--- src/rtl/piecewise_hermite_curve_engine_top_defines.svh ---
// assertion macros for the curve engine
`ifndef PIECEWISE_HERMITE_CURVE_ENGINE_TOP_DEFINES_SVH
`define PIECEWISE_HERMITE_CURVE_ENGINE_TOP_DEFINES_SVH

// same-cycle implication, checked on every rising edge out of reset
`define PHC_ASSERT_NOW(label, ante, cons) \
    label: assert property (@(posedge clk) disable iff (!rst_n) (ante) |-> (cons)) \
        else $error("phc check failed");

// next-cycle implication
`define PHC_ASSERT_NEXT(label, ante, cons) \
    label: assert property (@(posedge clk) disable iff (!rst_n) (ante) |=> (cons)) \
        else $error("phc check failed");

`endif

--- src/rtl/phc_pkg.sv ---
package phc_pkg;

    localparam int FRAC_BITS          = 16;
    localparam int MAX_POINTS         = 64;
    localparam int CHORDS_PER_SEGMENT = 10;

    localparam int IDX_W = $clog2(MAX_POINTS);
    localparam int CNT_W = $clog2(MAX_POINTS + 1);
    localparam int K_W   = $clog2(CHORDS_PER_SEGMENT + 1);
    localparam int U_W   = FRAC_BITS + 1;
    localparam int QCNT_W = $clog2(FRAC_BITS + 1);

    localparam logic [30:0] LEN_MAX = '1;

    localparam logic [1:0] OP_ADD  = 2'd0;
    localparam logic [1:0] OP_UNIF = 2'd1;
    localparam logic [1:0] OP_ARC  = 2'd2;

    localparam logic [1:0] ST_OK    = 2'd0;
    localparam logic [1:0] ST_FULL  = 2'd1;
    localparam logic [1:0] ST_EMPTY = 2'd2;

    typedef logic [U_W-1:0] chord_tab_t [0:CHORDS_PER_SEGMENT];

    // u for each chord end, k/CHORDS in fixed point, floored
    function automatic chord_tab_t chord_table();
        chord_tab_t tab;
        for (int k = 0; k <= CHORDS_PER_SEGMENT; k++)
        begin
            tab[k] = U_W'((k << FRAC_BITS) / CHORDS_PER_SEGMENT);
        end
        return tab;
    endfunction

    localparam chord_tab_t CHORD_U = chord_table();

endpackage

--- src/rtl/phc_isqrt.sv ---
module phc_isqrt (
    input  logic        clk,
    input  logic        rst_n,
    input  logic        start,
    input  logic [63:0] radicand,
    output logic        done,
    output logic [31:0] root
);
    import phc_pkg::*;

    logic [63:0] val_reg, val_next;
    logic [35:0] rem_reg, rem_next;
    logic [31:0] root_reg, root_next;
    logic [5:0]  cnt_reg, cnt_next;
    logic        busy_reg, busy_next;
    logic        done_reg, done_next;
    logic [35:0] rem_sh;
    logic [35:0] trial;

    // one result bit per cycle, two radicand bits consumed
    always_comb
    begin
        val_next  = val_reg;
        rem_next  = rem_reg;
        root_next = root_reg;
        cnt_next  = cnt_reg;
        busy_next = busy_reg;
        done_next = 1'b0;
        rem_sh    = {rem_reg[33:0], val_reg[63:62]};
        trial     = {2'b00, root_reg, 2'b01};
        if (start)
        begin
            val_next  = radicand;
            rem_next  = '0;
            root_next = '0;
            cnt_next  = '0;
            busy_next = 1'b1;
        end
        else if (busy_reg)
        begin
            val_next = {val_reg[61:0], 2'b00};
            if (rem_sh >= trial)
            begin
                rem_next  = rem_sh - trial;
                root_next = {root_reg[30:0], 1'b1};
            end
            else
            begin
                rem_next  = rem_sh;
                root_next = {root_reg[30:0], 1'b0};
            end
            cnt_next = cnt_reg + 6'd1;
            if (cnt_reg == 6'd31)
            begin
                busy_next = 1'b0;
                done_next = 1'b1;
            end
        end
    end

    always_ff @(posedge clk or negedge rst_n)
    begin
        if (!rst_n)
        begin
            busy_reg <= 1'b0;
            done_reg <= 1'b0;
            cnt_reg  <= '0;
        end
        else
        begin
            busy_reg <= busy_next;
            done_reg <= done_next;
            cnt_reg  <= cnt_next;
        end
    end

    always_ff @(posedge clk)
    begin
        val_reg  <= val_next;
        rem_reg  <= rem_next;
        root_reg <= root_next;
    end

    assign done = done_reg;
    assign root = root_reg;

endmodule

--- config.mk ---
export PLATFORM = sky130hd
export DESIGN_NAME = phc_isqrt
export DESIGN_NICKNAME = d
export VERILOG_FILES = /design/src/rtl/piecewise_hermite_curve_engine_top_defines.svh /design/src/rtl/phc_pkg.sv /design/src/rtl/phc_isqrt.sv
export SDC_FILE = /design/constraint.sdc
export NUM_CORES = 1
export LEC_CHECK = 0
export ABC_AREA = 1
export CORE_MARGIN = 4
export CORE_UTILIZATION = 25
export CTS_CLUSTER_DIAMETER = 120
export DETAILED_ROUTE_END_ITERATION = 8
export DONT_BUFFER_PORTS = 1
export GPL_ROUTABILITY_DRIVEN = 0
export GPL_TIMING_DRIVEN = 0
export SLEW_MARGIN = 0
export SYNTH_ARGS = -nofsm -noshare
export SYNTH_HDL_FRONTEND = slang
export SYNTH_SLANG_ARGS = --single-unit
--- constraint.sdc ---
create_clock -name clk -period 7.7 [get_ports clk]
set_input_delay 1.54 -clock clk [delete_from_list [all_inputs] [get_ports clk]]
set_output_delay 1.54 -clock clk [all_outputs]
set_load 0.03 [all_outputs]
# Word-level counts from Yosys, hierarchy flattened
# Cells that the tools add are included.
# W data, S select, Z words.
[totals]
reg_bits = 138
romBits = 0
latchBits = 0
mem_count = 0
ramBits = 0
in_bits = 67
[op_classes]
shifts = 0
mul = 0
add_sub_neg = 2
reduce_logical = 1
div = 0
eq_ne = 1
n_bitwise = 0
muxes = 12
order_cmp = 1
[ops]
columns = ["operator", "count"]
rows = [
  ["$mux W64", 2],
  ["$ge A36 B34 Y1", 1],
  ["$mux W34", 1],
  ["$sub A34 B34 Y34", 1],
  ["$mux W6", 2],
  ["$mux W1", 7],
  ["$add A6 B1 Y6 const B", 1],
  ["$eq A6 B5 Y1 const B", 1],
  ["$reduce_bool A2 Y1", 1],
]

# Longest topological paths before layout
[logic_depth]
depth_word = 4
ltp_mapped = 17
mapped_depth_nobuf = 16

# Worst setup path before layout
# OpenSTA, ideal clock, no wires.
[synth_timing]
kind = "input -> register"
from = "in start"
to = "reg val_reg[0], enable pin"
required_ns = 7.247
cell_stages = 3
setup_slack_ns = 3.533
t_arrival_ns = 3.714
cell_sequence = "nor2_1 > inv_1 > buf_1"
[synth_between]
elab_chain_len = 1
[synth_rtl]
columns = ["element", "line_no", "rtl"]
rows = [
  ["start: declaration", "phc_isqrt.sv:4", "input logic start,"],
  ["$reduce_bool A2 Y1 (no line)", "-", ""],
  ["end signal: assignment", "phc_isqrt.sv:79", "val_reg <= val_next;"],
  ["end: declaration", "phc_isqrt.sv:11", "logic [63:0] val_reg, val_next;"],
]
# Every way passes these cells.
# A chain may end at the register's enable or synchronous reset.

# Final worst setup path
[layout_timing]
from = "in start"
to = "reg val_reg[41], enable pin"
# The elaborated chain is that of the path after synthesis.

==> flow_results.org <==
** Run status
- Outcome :: finished clean

** STA
- Slew at the pin closest to its max-slew limit :: 975.6 ps
- Once routing completed, OpenROAD measured the worst setup slack at 4645 ps.
- Setup repair after global routing left no endpoint under its margin.
- Static timing analysis puts the maximum clock frequency at 327.3 MHz.
- Minimum clock period after layout :: 3055 ps
- Total count of hold-check failures in the final report :: 0
- Setup violations remaining at the end of the flow were counted as 0.
- Relative slew slack :: 0.3472
- Hold is met by 458.3 ps.
- Fin crit share :: 0.3968
- In the final timing run, aggregate negative setup slack is 0 ps.
- Final Skew :: 10.45 ps
- The count of pins over their slew limit came to 0.

** Setup path
- Critical Path RT :: 7870 ps
- Crit Reg-Reg Startpoint :: root[17]
- Arrival time worst endpoint :: 3220 ps
- The worst setup path is launched from a primary input.
- The worst setup path is captured at a flip-flop.
- The setup path with the least slack is of type primary input to flip-flop.
- Tracing the worst setup path back leads to its startpoint at start.
- RR Endpoint :: rem_reg[11]
- Along the worst path, the maximum fanout reaches 39.
- Reg2Reg Setup Slack :: 4770 ps
- For the worst flop-to-flop path, the logic depth is 11.

** Hold path
- Hold/Removal Path Class :: flip-flop to flip-flop
- Min-Delay Path Depth :: 2
- Worst min-delay path startpoint :: rem_reg[33]
- The path with the worst hold slack has its endpoint at rem_reg[33].

** CTS
- The clock net in this run drives a total of 138 sinks.
- After clock tree synthesis, the clock-pin slew on the worst setup and hold paths is 70 ps.
- The tree is rooted in a clkbuf_16.
- Worst skew pair latency :: 430 ps
- TritonCTS buffer count :: 17
- The clock passes through at most 2 buffers.
- The number of hold buffers added after CTS was 0.
- Resized Gates After CTS :: 0
- H-tree levels :: 4
- TritonCTS built the clock tree.
- Once the clock tree was built, the setup fixing pass inserted 0 buffers.

** Synthesis
- Synthesized netlist net count :: 1250
- Post-synthesis cell area :: 0.008079 mm2
- The cell count after synthesis came out at 1148.
- Yosys warning count :: 0
- Averaged over all synthesized cells, the footprint is 7.037 um2.
- Synthesis inferred 138 register bits.
- The netlist uses 35 different library cells.
- Sequential element share of the synthesized area :: 0.4262

** Global route
- Global-route total usage across every layer :: 0.1278
- Global-route wire length before repair :: 36.48 mm
- Via count of the first global-routing pass :: 7154
- Initial antenna violation count :: 0
- Summed over all layers, the global routing overflow is 0.
- Maximum number of pins on one net before global-route repair :: 40

** Placement
- Once placement finished, the instance area stood at 0.008603 mm2.
- OpenSTA, run right after detailed placement, puts the worst setup slack at 4110 ps.
- Port-buffer cells :: 0
- Detailed placement ended at an HPWL of 17.73 mm.
- Including well taps, the total number of placed cells is 1551.

** Drt
- Routed length per placed instance :: 14.15 um
- In the routed design, unresolved DRC markers number 0.
- Total iterations of the first detailed-routing run :: 5
- Number of DRC violations after detailed-routing iteration 0 :: 430
- Wires add up to 22.40 mm.
- Total number of vias :: 7131
- Post-detailed-route count of antenna-violating nets :: 0
- Number of vias per cell after detailed routing :: 4.505

** Finish
- Once layout is complete, the cells apart from fillers number 1583.
- Fillers :: 3507
- Nets :: 1270
- Summing all multi-input logic gate instances after layout gives 0.003892 mm2.
- Measured on the finished design, the core utilization comes to 0.2887.
- Number of antenna repair diodes :: 0
- Design Area, Final :: 0.009156 mm2
- The sequential cells in the finished layout cover a total of 0.003443 mm2.
- In the final layout, the share of cells above drive strength 1 is 0.05080.
- The register with the most flip-flops in the layout has 64 of them.
- The area growth from synthesis to layout is 13.33%.

** Floorplanning
- 100 I/O pins were placed.
- The core region is 0.03172 mm2.
- The die covers 0.03526 mm2.
- Die Height :: 187.8 um
- Initial core utilization :: 0.2547
- Number of core rows :: 65
- X dimension of the die :: 187.8 um

** Power
- Power, Total :: 3.702 mW
- Maximum vdd ir drop :: 0.1704 mV
- Lkg Pwr :: 4.432 nW
- Power density of the placed cells :: 404.3 mW/mm2

** Flow run
- The tool flagged a number of max-cap violations equal to 0.
==> Yosys cell counts (all sizes together) <==
cell    number  area share
a211oi       1     0.00093
a21oi       35       0.023
a22o         1      0.0011
buf         11      0.0088
clkbuf      23       0.011
clkinv       1     0.00046
dfrtp        8       0.025
dfxtp       66        0.16
edfxtp      64        0.24
ha          35       0.054
inv        155       0.072
nand2      496        0.23
nand3       76       0.049
nand3b       4      0.0037
nand4        6      0.0046
nor2        69       0.036
nor3        10      0.0062
o21ai       36       0.022
o21bai       2      0.0019
o22ai       31       0.024
or2          1     0.00077
xnor2       13       0.014
xor2         4      0.0043
==> per-layer routing <==
layer / vias to the layer above / track usage / part of all wire
li1: 3669 / - / -
met1: 3218 / 0.1664 / 0.45
met2: 202 / 0.2011 / 0.44
met3: 42 / 0.03835 / 0.082
met4: 0 / 0.04715 / 0.029
met5: - / 0 / 0
==> cell type report <==
class | count | share of cell area
Multi-Input combinational cell | 820 | 0.4251
Clock inverter | 14 | 0.01353
Clock buffer | 18 | 0.04687
Timing Repair Buffer | 1 | 0.002186
Tap cell | 402 | 0.05493
Buffer | 34 | 0.01735
Inverter | 156 | 0.06395
Sequential cell | 138 | 0.3761
==> worst max path at each step <==
stage | endpoint | slack, ps | depth (start not counted)
final | val_reg[41] | 4640 | 4
after global routing | val_reg[41] | 4430 | 4
after CTS | val_reg[41] | 4530 | 4
after detailed placement | val_reg[25] | 4110 | 4
after global placement | val_reg[25] | 2350 | 3
after floorplan | val_reg[0] | 3530 | 3
==> where the power goes <==
| part | internal (mW) | switching (mW) |
|---|---|---|
| Clock | 0.425 | 0.355 |
| Sequential | 0.887 | 0.0754 |
| Combinational | 0.675 | 1.28 |
==> cell families after synthesis <==
| kind of cell | after synthesis | synth area share |
|---|---|---|
| simple gates | 662 | 0.3359 |
| buf+inv | 190 | 0.09199 |
| flops | 138 | 0.4262 |
| compound gates | 106 | 0.07325 |
| fa+ha+maj | 35 | 0.05420 |
| xor+xnor | 17 | 0.01843 |
==> cells in the final DEF, fill, tap and decap left out, drive strengths merged, types with 2 or more instances in the layout <==
master / netlist / final
nand2: 496 / 496
clkinv: 1 / 2
edfxtp: 64 / 64
xnor2: 13 / 13
ha: 35 / 35
o21ai: 36 / 36
nand4: 6 / 6
dfxtp: 66 / 66
nand3b: 4 / 4
o21bai: 2 / 2
o22ai: 31 / 31
nor3: 10 / 10
nand3: 76 / 76
a21oi: 35 / 35
clkinvlp: 0 / 3
xor2: 4 / 4
nor2: 69 / 69
buf: 11 / 12
inv: 155 / 165
clkbuf: 23 / 41
dfrtp: 8 / 8
==> worst max-delay path, cell delays in order <==
cell	delay [ps]
nor2_1	630
inv_1	250
buf_2	450
buf_12	310
No activity file was read; power rests on OpenSTA's default activity.
