$ cat src/rtl/piecewise_hermite_curve_engine_top_defines.svh
// assertion macros for the curve engine
`ifndef PIECEWISE_HERMITE_CURVE_ENGINE_TOP_DEFINES_SVH
`define PIECEWISE_HERMITE_CURVE_ENGINE_TOP_DEFINES_SVH

// same-cycle implication, checked on every rising edge out of reset
`define PHC_ASSERT_NOW(label, ante, cons) \
    label: assert property (@(posedge clk) disable iff (!rst_n) (ante) |-> (cons)) \
        else $error("phc check failed");

// next-cycle implication
`define PHC_ASSERT_NEXT(label, ante, cons) \
    label: assert property (@(posedge clk) disable iff (!rst_n) (ante) |=> (cons)) \
        else $error("phc check failed");

`endif

$ cat src/rtl/phc_pkg.sv
package phc_pkg;

    localparam int FRAC_BITS          = 16;
    localparam int MAX_POINTS         = 64;
    localparam int CHORDS_PER_SEGMENT = 10;

    localparam int IDX_W = $clog2(MAX_POINTS);
    localparam int CNT_W = $clog2(MAX_POINTS + 1);
    localparam int K_W   = $clog2(CHORDS_PER_SEGMENT + 1);
    localparam int U_W   = FRAC_BITS + 1;
    localparam int QCNT_W = $clog2(FRAC_BITS + 1);

    localparam logic [30:0] LEN_MAX = '1;

    localparam logic [1:0] OP_ADD  = 2'd0;
    localparam logic [1:0] OP_UNIF = 2'd1;
    localparam logic [1:0] OP_ARC  = 2'd2;

    localparam logic [1:0] ST_OK    = 2'd0;
    localparam logic [1:0] ST_FULL  = 2'd1;
    localparam logic [1:0] ST_EMPTY = 2'd2;

    typedef logic [U_W-1:0] chord_tab_t [0:CHORDS_PER_SEGMENT];

    // u for each chord end, k/CHORDS in fixed point, floored
    function automatic chord_tab_t chord_table();
        chord_tab_t tab;
        for (int k = 0; k <= CHORDS_PER_SEGMENT; k++)
        begin
            tab[k] = U_W'((k << FRAC_BITS) / CHORDS_PER_SEGMENT);
        end
        return tab;
    endfunction

    localparam chord_tab_t CHORD_U = chord_table();

endpackage

$ cat src/rtl/phc_div.sv
module phc_div (
    input  logic                          clk,
    input  logic                          rst_n,
    input  logic                          start,
    input  logic [30:0]                   num,
    input  logic [30:0]                   span,
    output logic                          done,
    output logic [phc_pkg::FRAC_BITS-1:0] quot
);
    import phc_pkg::*;

    logic [31:0]           rem_reg, rem_next;
    logic [30:0]           den_reg, den_next;
    logic [FRAC_BITS-1:0]  q_reg, q_next;
    logic [QCNT_W-1:0]     cnt_reg, cnt_next;
    logic                  busy_reg, busy_next;
    logic                  done_reg, done_next;
    logic [31:0]           rem_sh;

    // restoring division, num below span so only fraction bits come out
    always_comb
    begin
        rem_next  = rem_reg;
        den_next  = den_reg;
        q_next    = q_reg;
        cnt_next  = cnt_reg;
        busy_next = busy_reg;
        done_next = 1'b0;
        rem_sh    = {rem_reg[30:0], 1'b0};
        if (start)
        begin
            rem_next  = {1'b0, num};
            den_next  = span;
            q_next    = '0;
            cnt_next  = '0;
            busy_next = 1'b1;
        end
        else if (busy_reg)
        begin
            if (rem_sh >= {1'b0, den_reg})
            begin
                rem_next = rem_sh - {1'b0, den_reg};
                q_next   = {q_reg[FRAC_BITS-2:0], 1'b1};
            end
            else
            begin
                rem_next = rem_sh;
                q_next   = {q_reg[FRAC_BITS-2:0], 1'b0};
            end
            cnt_next = cnt_reg + QCNT_W'(1);
            if (cnt_reg == QCNT_W'(FRAC_BITS - 1))
            begin
                busy_next = 1'b0;
                done_next = 1'b1;
            end
        end
    end

    always_ff @(posedge clk or negedge rst_n)
    begin
        if (!rst_n)
        begin
            busy_reg <= 1'b0;
            done_reg <= 1'b0;
            cnt_reg  <= '0;
        end
        else
        begin
            busy_reg <= busy_next;
            done_reg <= done_next;
            cnt_reg  <= cnt_next;
        end
    end

    always_ff @(posedge clk)
    begin
        rem_reg <= rem_next;
        den_reg <= den_next;
        q_reg   <= q_next;
    end

    assign done = done_reg;
    assign quot = q_reg;

endmodule

$ cat config.mk
export PLATFORM = sky130hd
export DESIGN_NAME = phc_div
export DESIGN_NICKNAME = d
export VERILOG_FILES = /design/src/rtl/piecewise_hermite_curve_engine_top_defines.svh /design/src/rtl/phc_pkg.sv /design/src/rtl/phc_div.sv
export SDC_FILE = /design/constraint.sdc
export NUM_CORES = 1
export LEC_CHECK = 0
export CORE_ASPECT_RATIO = 0.7
export CORE_MARGIN = 2
export CORE_UTILIZATION = 47
export CTS_CLUSTER_DIAMETER = 40
export DETAILED_ROUTE_END_ITERATION = 6
export DONT_BUFFER_PORTS = 1
export PLACE_DENSITY_LB_ADDON = 0.08
export REMOVE_ABC_BUFFERS = 1
export SKIP_CTS_REPAIR_TIMING = 1
export SLEW_MARGIN = 10
export SYNTH_ARGS = -nofsm -noshare
export SYNTH_HDL_FRONTEND = slang
export SYNTH_SLANG_ARGS = --single-unit
$ cat constraint.sdc
create_clock -name clk -period 6.1 [get_ports clk]
set_clock_uncertainty 0.2 [all_clocks]
set_input_delay 0.61 -clock clk [delete_from_list [all_inputs] [get_ports clk]]
set_output_delay 0.61 -clock clk [all_outputs]
set_load 0.05 [all_outputs]
# Word level (Yosys, flattened, before mapping)

Index checks and enable logic that the tools add are counted.

Register bits after elaboration: 85
Latch bits: 0
RAM bits: 0
Bits in read-only memories: 0
Input port bits: 65
Output and inout bits: 17
Word-level logic and storage cells: 23
Memories: 0

$add $sub $neg: 2
Multiply operators: 0
Divide/modulo/power cells: 0
Magnitude comparators: 1
Eq/ne operators: 1
Shift operators: 0
Mux-type cells: 12
Bitwise logic cells: 0
Reduce and logical (&&, ||, !) cells: 1

Operators with widths:

| cell                                                 | number |
|---|---|
| 2-to-1 mux 31 bit                                    | 3 |
| greater-or-equal comparator 32 x 31 -> 1 bit         | 1 |
| subtractor 31 bit                                    | 1 |
| 2-to-1 mux 5 bit                                     | 2 |
| 2-to-1 mux 1 bit                                     | 7 |
| adder 5 x 1 -> 5 bit (second input constant)         | 1 |
| equality test 5 x 4 -> 1 bit (second input constant) | 1 |
| nonzero test 2 bit                                   | 1 |

# Depth between registers and ports, before layout

Word-level depth: 4
Gate-level depth with buffers: 13
Mapped depth without buffers: 11

# Worst setup path after synthesis

OpenSTA, ideal clock, no wires.

Path kind: flip-flop to flip-flop
Start point: register rem_reg[4]
End point: register rem_reg[29] (data pin)
Setup time: 0.262 ns
Arrival time: 2.331 ns
Data required time: 5.638 ns
Path slack: 3.307 ns
Stages on the path, launching flop included: 10
Path buffers: 0
Period minus slack after synthesis: 2.793 ns
Path through: edfxtp_1 > ha_1 > a211oi_2 > o21bai_1 > a2111o_1 > o211ai_2 > and2_4 > o2111ai_4 > a2111oi_4 > nor3_2

Cells in the longest elaborated chain, start to end: 4
Elaborated cells between the ends (all ways): 5
Classes of those cells: 1 x add/sub; 1 x order compare; 3 x mux

RTL lines:

| what                                                                              | RTL line                     | text |
|---|---|---|
| start: declaration                                                                | phc_div.sv:12                | `logic [31:0] rem_reg, rem_next;` |
| start signal: assignment                                                          | phc_div.sv:77                | `rem_reg <= rem_next;` |
| subtractor 31 bit or greater-or-equal comparator 32 x 31 -> 1 bit (tied branches) | phc_div.sv:42, phc_div.sv:40 |  |
| 2-to-1 mux 31 bit *                                                               | phc_div.sv:40                | `if (rem_sh >= {1'b0, den_reg})` |
| 2-to-1 mux 31 bit *                                                               | phc_div.sv:38                | `else if (busy_reg)` |
| 2-to-1 mux 31 bit *                                                               | phc_div.sv:30                | `if (start)` |
| via rem_next[29]                                                                  | phc_div.sv:12                |  |

The timed path passes the listed nets; every way through them passes the cells marked *. The select of a mux whose other input is x is not followed.
A chain may end at the register's enable or synchronous reset.

# Final worst setup path

Start point: register rem_reg[26]
End point: register rem_reg[25] (data pin)

Cells in the longest elaborated chain, start to end: 4

RTL lines:

| what                                         | RTL line |
|---|---|
| greater-or-equal comparator 32 x 31 -> 1 bit | phc_div.sv:40 |
| 2-to-1 mux 31 bit                            | phc_div.sv:40 |
| 2-to-1 mux 31 bit                            | phc_div.sv:38 |
| 2-to-1 mux 31 bit                            | phc_div.sv:30 |
| via rem_next[25]                             | phc_div.sv:12 |

The timed path passes the listed nets, and every way through them passes these cells. The select of a mux whose other input is x is not followed.

==> flow_summary.yaml <==
clocking:
  cts_tree: "yes"
  cts_sinks: 85
  cts_max_level: 3
  cts_buffer_depth: 2
  clkTransAtPathRegs_ps: 60
  clock_latency_ps: 330
  root_buffer: "clkbuf_16"
  cts_buffers: 9
timing:
  setup_tns_ps: 0
  post-route-period-util_pct: 55.2
  min_period_ps: 3370
  rsz0062_at_grt: "false"
  hold_ws_ps: 159
  maxSlewHeadroom_pct: 31.5
  finalHoldViolCount: 0
  slew_violations: 0
  worst_pin_slew_ps: 1030
  setup_slack_ps: 2730
  finalSetupViolCount: 0
  fmaxAchievable_mhz: 297
job:
  maxCapViolCount: 0
global_route:
  grt_max_degree: 109
  grt_antenna_before_repair: 0
  grt_pass1_wl_um: 18100
  grt_pass1_vias: 3560
  grt_overflow: 0
  grt_usage_pct: 19.5
yosys:
  yosysMostFrequentCell: "edfxtp_1"
  synth_top_area_share_pct: 36.1
  synth-seq-cells: 85
  synth_top_family_by_area: "compound AO/OA/AOI/OAI gates"
  synthMuxAreaShare_pct: 5.05
  yosysWarningCount: 0
  synth_simple_gate_area_share_pct: 13.4
  synthArstFlopShare_pct: 8.24
  synthXorXnorAreaFrac_pct: 4.08
  synth_commonest_cells: "62 x edfxtp_1, 52 x nand2_1, 47 x nor2_1"
  synth_compound_area_share_pct: 18.0
  synth_ff_type: "edfxtp_1"
  netlist_area_mm2: 0.00515
  ys_seq_area_share_pct: 45.8
  synth_area_leaders: "edfxtp_1 36%, ha_1 8.0%, dfxtp_1 6.2%"
  synth_enable_flop_cells: 62
  synthAdderAreaFrac_pct: 8.40
  syn_inst: 522
  synth_cell_types: 59
  synth_top_area_cell: "edfxtp_1"
  syn_avg_cell_area_um2: 9.87
routing:
  drt_iter0_drc: 218
  ant_nets: 0
  dr_total_vias: 3722
  drc: 0
  viasPerCell: 5.58
  drt_wl_total_um: 10900
  first_pass_iters: 4
  wl_per_cell_um: 16.4
critical_path:
  reg2reg_depth: 9
  worstSetupPathType: "flip-flop to flip-flop"
  r2r_slack_ps: 2730
  worstReg2RegEnd: "rem_reg[25]"
  critPathMaxFanout: 13
  r2r_start: "rem_reg[26]"
  crit_arrival_ps: 3340
  crit_required_ps: 6070
  startpoint_type: "flip-flop"
  crit_path_end_kind: "flip-flop"
final_layout:
  utilization_pct: 52.7
  final_layout_size_suffix_gt1_share_pct: 5.39
  diodes: 0
  final_area_mm2: 0.00554
  fin_nets: 613
  synthToLayoutAreaGrowth_pct: 7.48
  multi_input_area_mm2: 0.00253
  fillerInstances: 962
  layout.area.seq_mm2: 0.00236
power:
  worst_ir_drop_vdd_mv: 0.198
  p_per_area_mw_per_mm2: 512
  leakagePower_nw: 2.39
floorplan:
  io_pins: 82
  coreArea_mm2: 0.0105
  initial_core_util_pct: 49.0
  dieArea_mm2: 0.0118
  die_w_um: 129
  die_h_um: 91.6
  rows: 31
worst_hold_path:
  hp-class: "input pin to flip-flop"
  min_delay_path_depth: 1
  worstHoldStart: "start"
  whs_endpoint: "cnt_reg[3]"
placed_design:
  io_buffers: 0
  place_ws_ps: 2730
  gp_congestion: 0.903
  dp.final_hpwl_um: 7590
  post_dp_cell_area_mm2: 0.00524
status:
  outcome: "finished, final reports clean"
==> worst max-delay path, stage by stage, from the launching register on <==
cell and delay (ps):
edfxtp_1 400, ha_1 450, nand4_1 180, or2_1 280
or2_1 230, a31oi_1 240, o31ai_4 80, inv_1 530
nand2_1 350, o211ai_1 250
==> area by class of cell <==
type / instances / area share (%)
clock inverters: 4 / 0.859
repair buffers: 2 / 0.316
multi-input cells: 373 / 45.7
well taps: 148 / 3.34
flip-flops and latches: 85 / 42.6
clock buffers: 12 / 4.27
inverters: 43 / 2.92
==> layer usage <==
metal / wire [um] / share of wire [%] / global-route usage [%] / vias to the layer above
met5: 0 / 0 / 0 / -
met2: 4290 / 39 / 26.1 / 115
li1: - / - / - / 1856
met1: 5790 / 53 / 30.2 / 1743
met4: 123 / 1.1 / 6.16 / 0
met3: 725 / 6.6 / 5.30 / 8
==> power breakdown <==
part	leakage, nW	switching, W	internal (W)
combinational	1.39	0.000827	0.000580
clock	0.141	0.000220	0.000318
sequential	0.858	0.000101	0.000792
==> cells in the final DEF (no fill, tap or decap), types with 3 or more instances in the layout <==
cell type,n
edfxtp_1,62
nand2_1,51
nor2_1,47
inv_1,42
a21oi_1,37
ha_1,33
o21ai_0,31
mux2i_1,26
xnor2_1,18
dfxtp_1,16
a21o_1,11
a31oi_1,10
clkbuf_16,9
o21a_1,8
nand3_1,8
and3_1,7
o21ai_1,7
nor3_1,7
dfrtp_1,7
o211ai_1,6
xor2_1,6
nand4_1,5
and2_1,5
nor2b_1,4
o31ai_1,4
o21bai_1,3
or2_1,3
nor3b_1,3
clkbuf_1,3
==> cell families (layout without fill, tap and decap cells) <==
| logic type | count (synthesis) | in the layout |
|---|---|---|
| mux | 26 | 26 |
| buf+inv | 64 | 61 |
| fa+ha+maj | 34 | 34 |
| flops | 85 | 85 |
| xor+xnor | 24 | 24 |
| simple gates | 150 | 150 |
| compound gates | 139 | 139 |
==> metrics by stage <==
stage / cells / total power [W]
final: 667 / 0.00284
after global routing: 667 / 0.00307
after CTS: 666 / 0.00284
after detailed placement: 650 / 0.00228
after global placement: 650 / 0.00228
after floorplan: 501 / 0.00198
==> how the worst max path moves through the flow <==
stage,startpoint,endpoint,slack (ps),depth (start not counted)
final,rem_reg[26],rem_reg[25],2730,9
after global routing,rem_reg[23],rem_reg[26],2500,9
after CTS,rem_reg[23],rem_reg[26],2720,9
after detailed placement,rem_reg[26],rem_reg[26],2730,9
after global placement,rem_reg[26],rem_reg[25],2830,9
after floorplan,rem_reg[24],rem_reg[22],1660,9
Note: power is estimated with default switching activity, not from simulation.
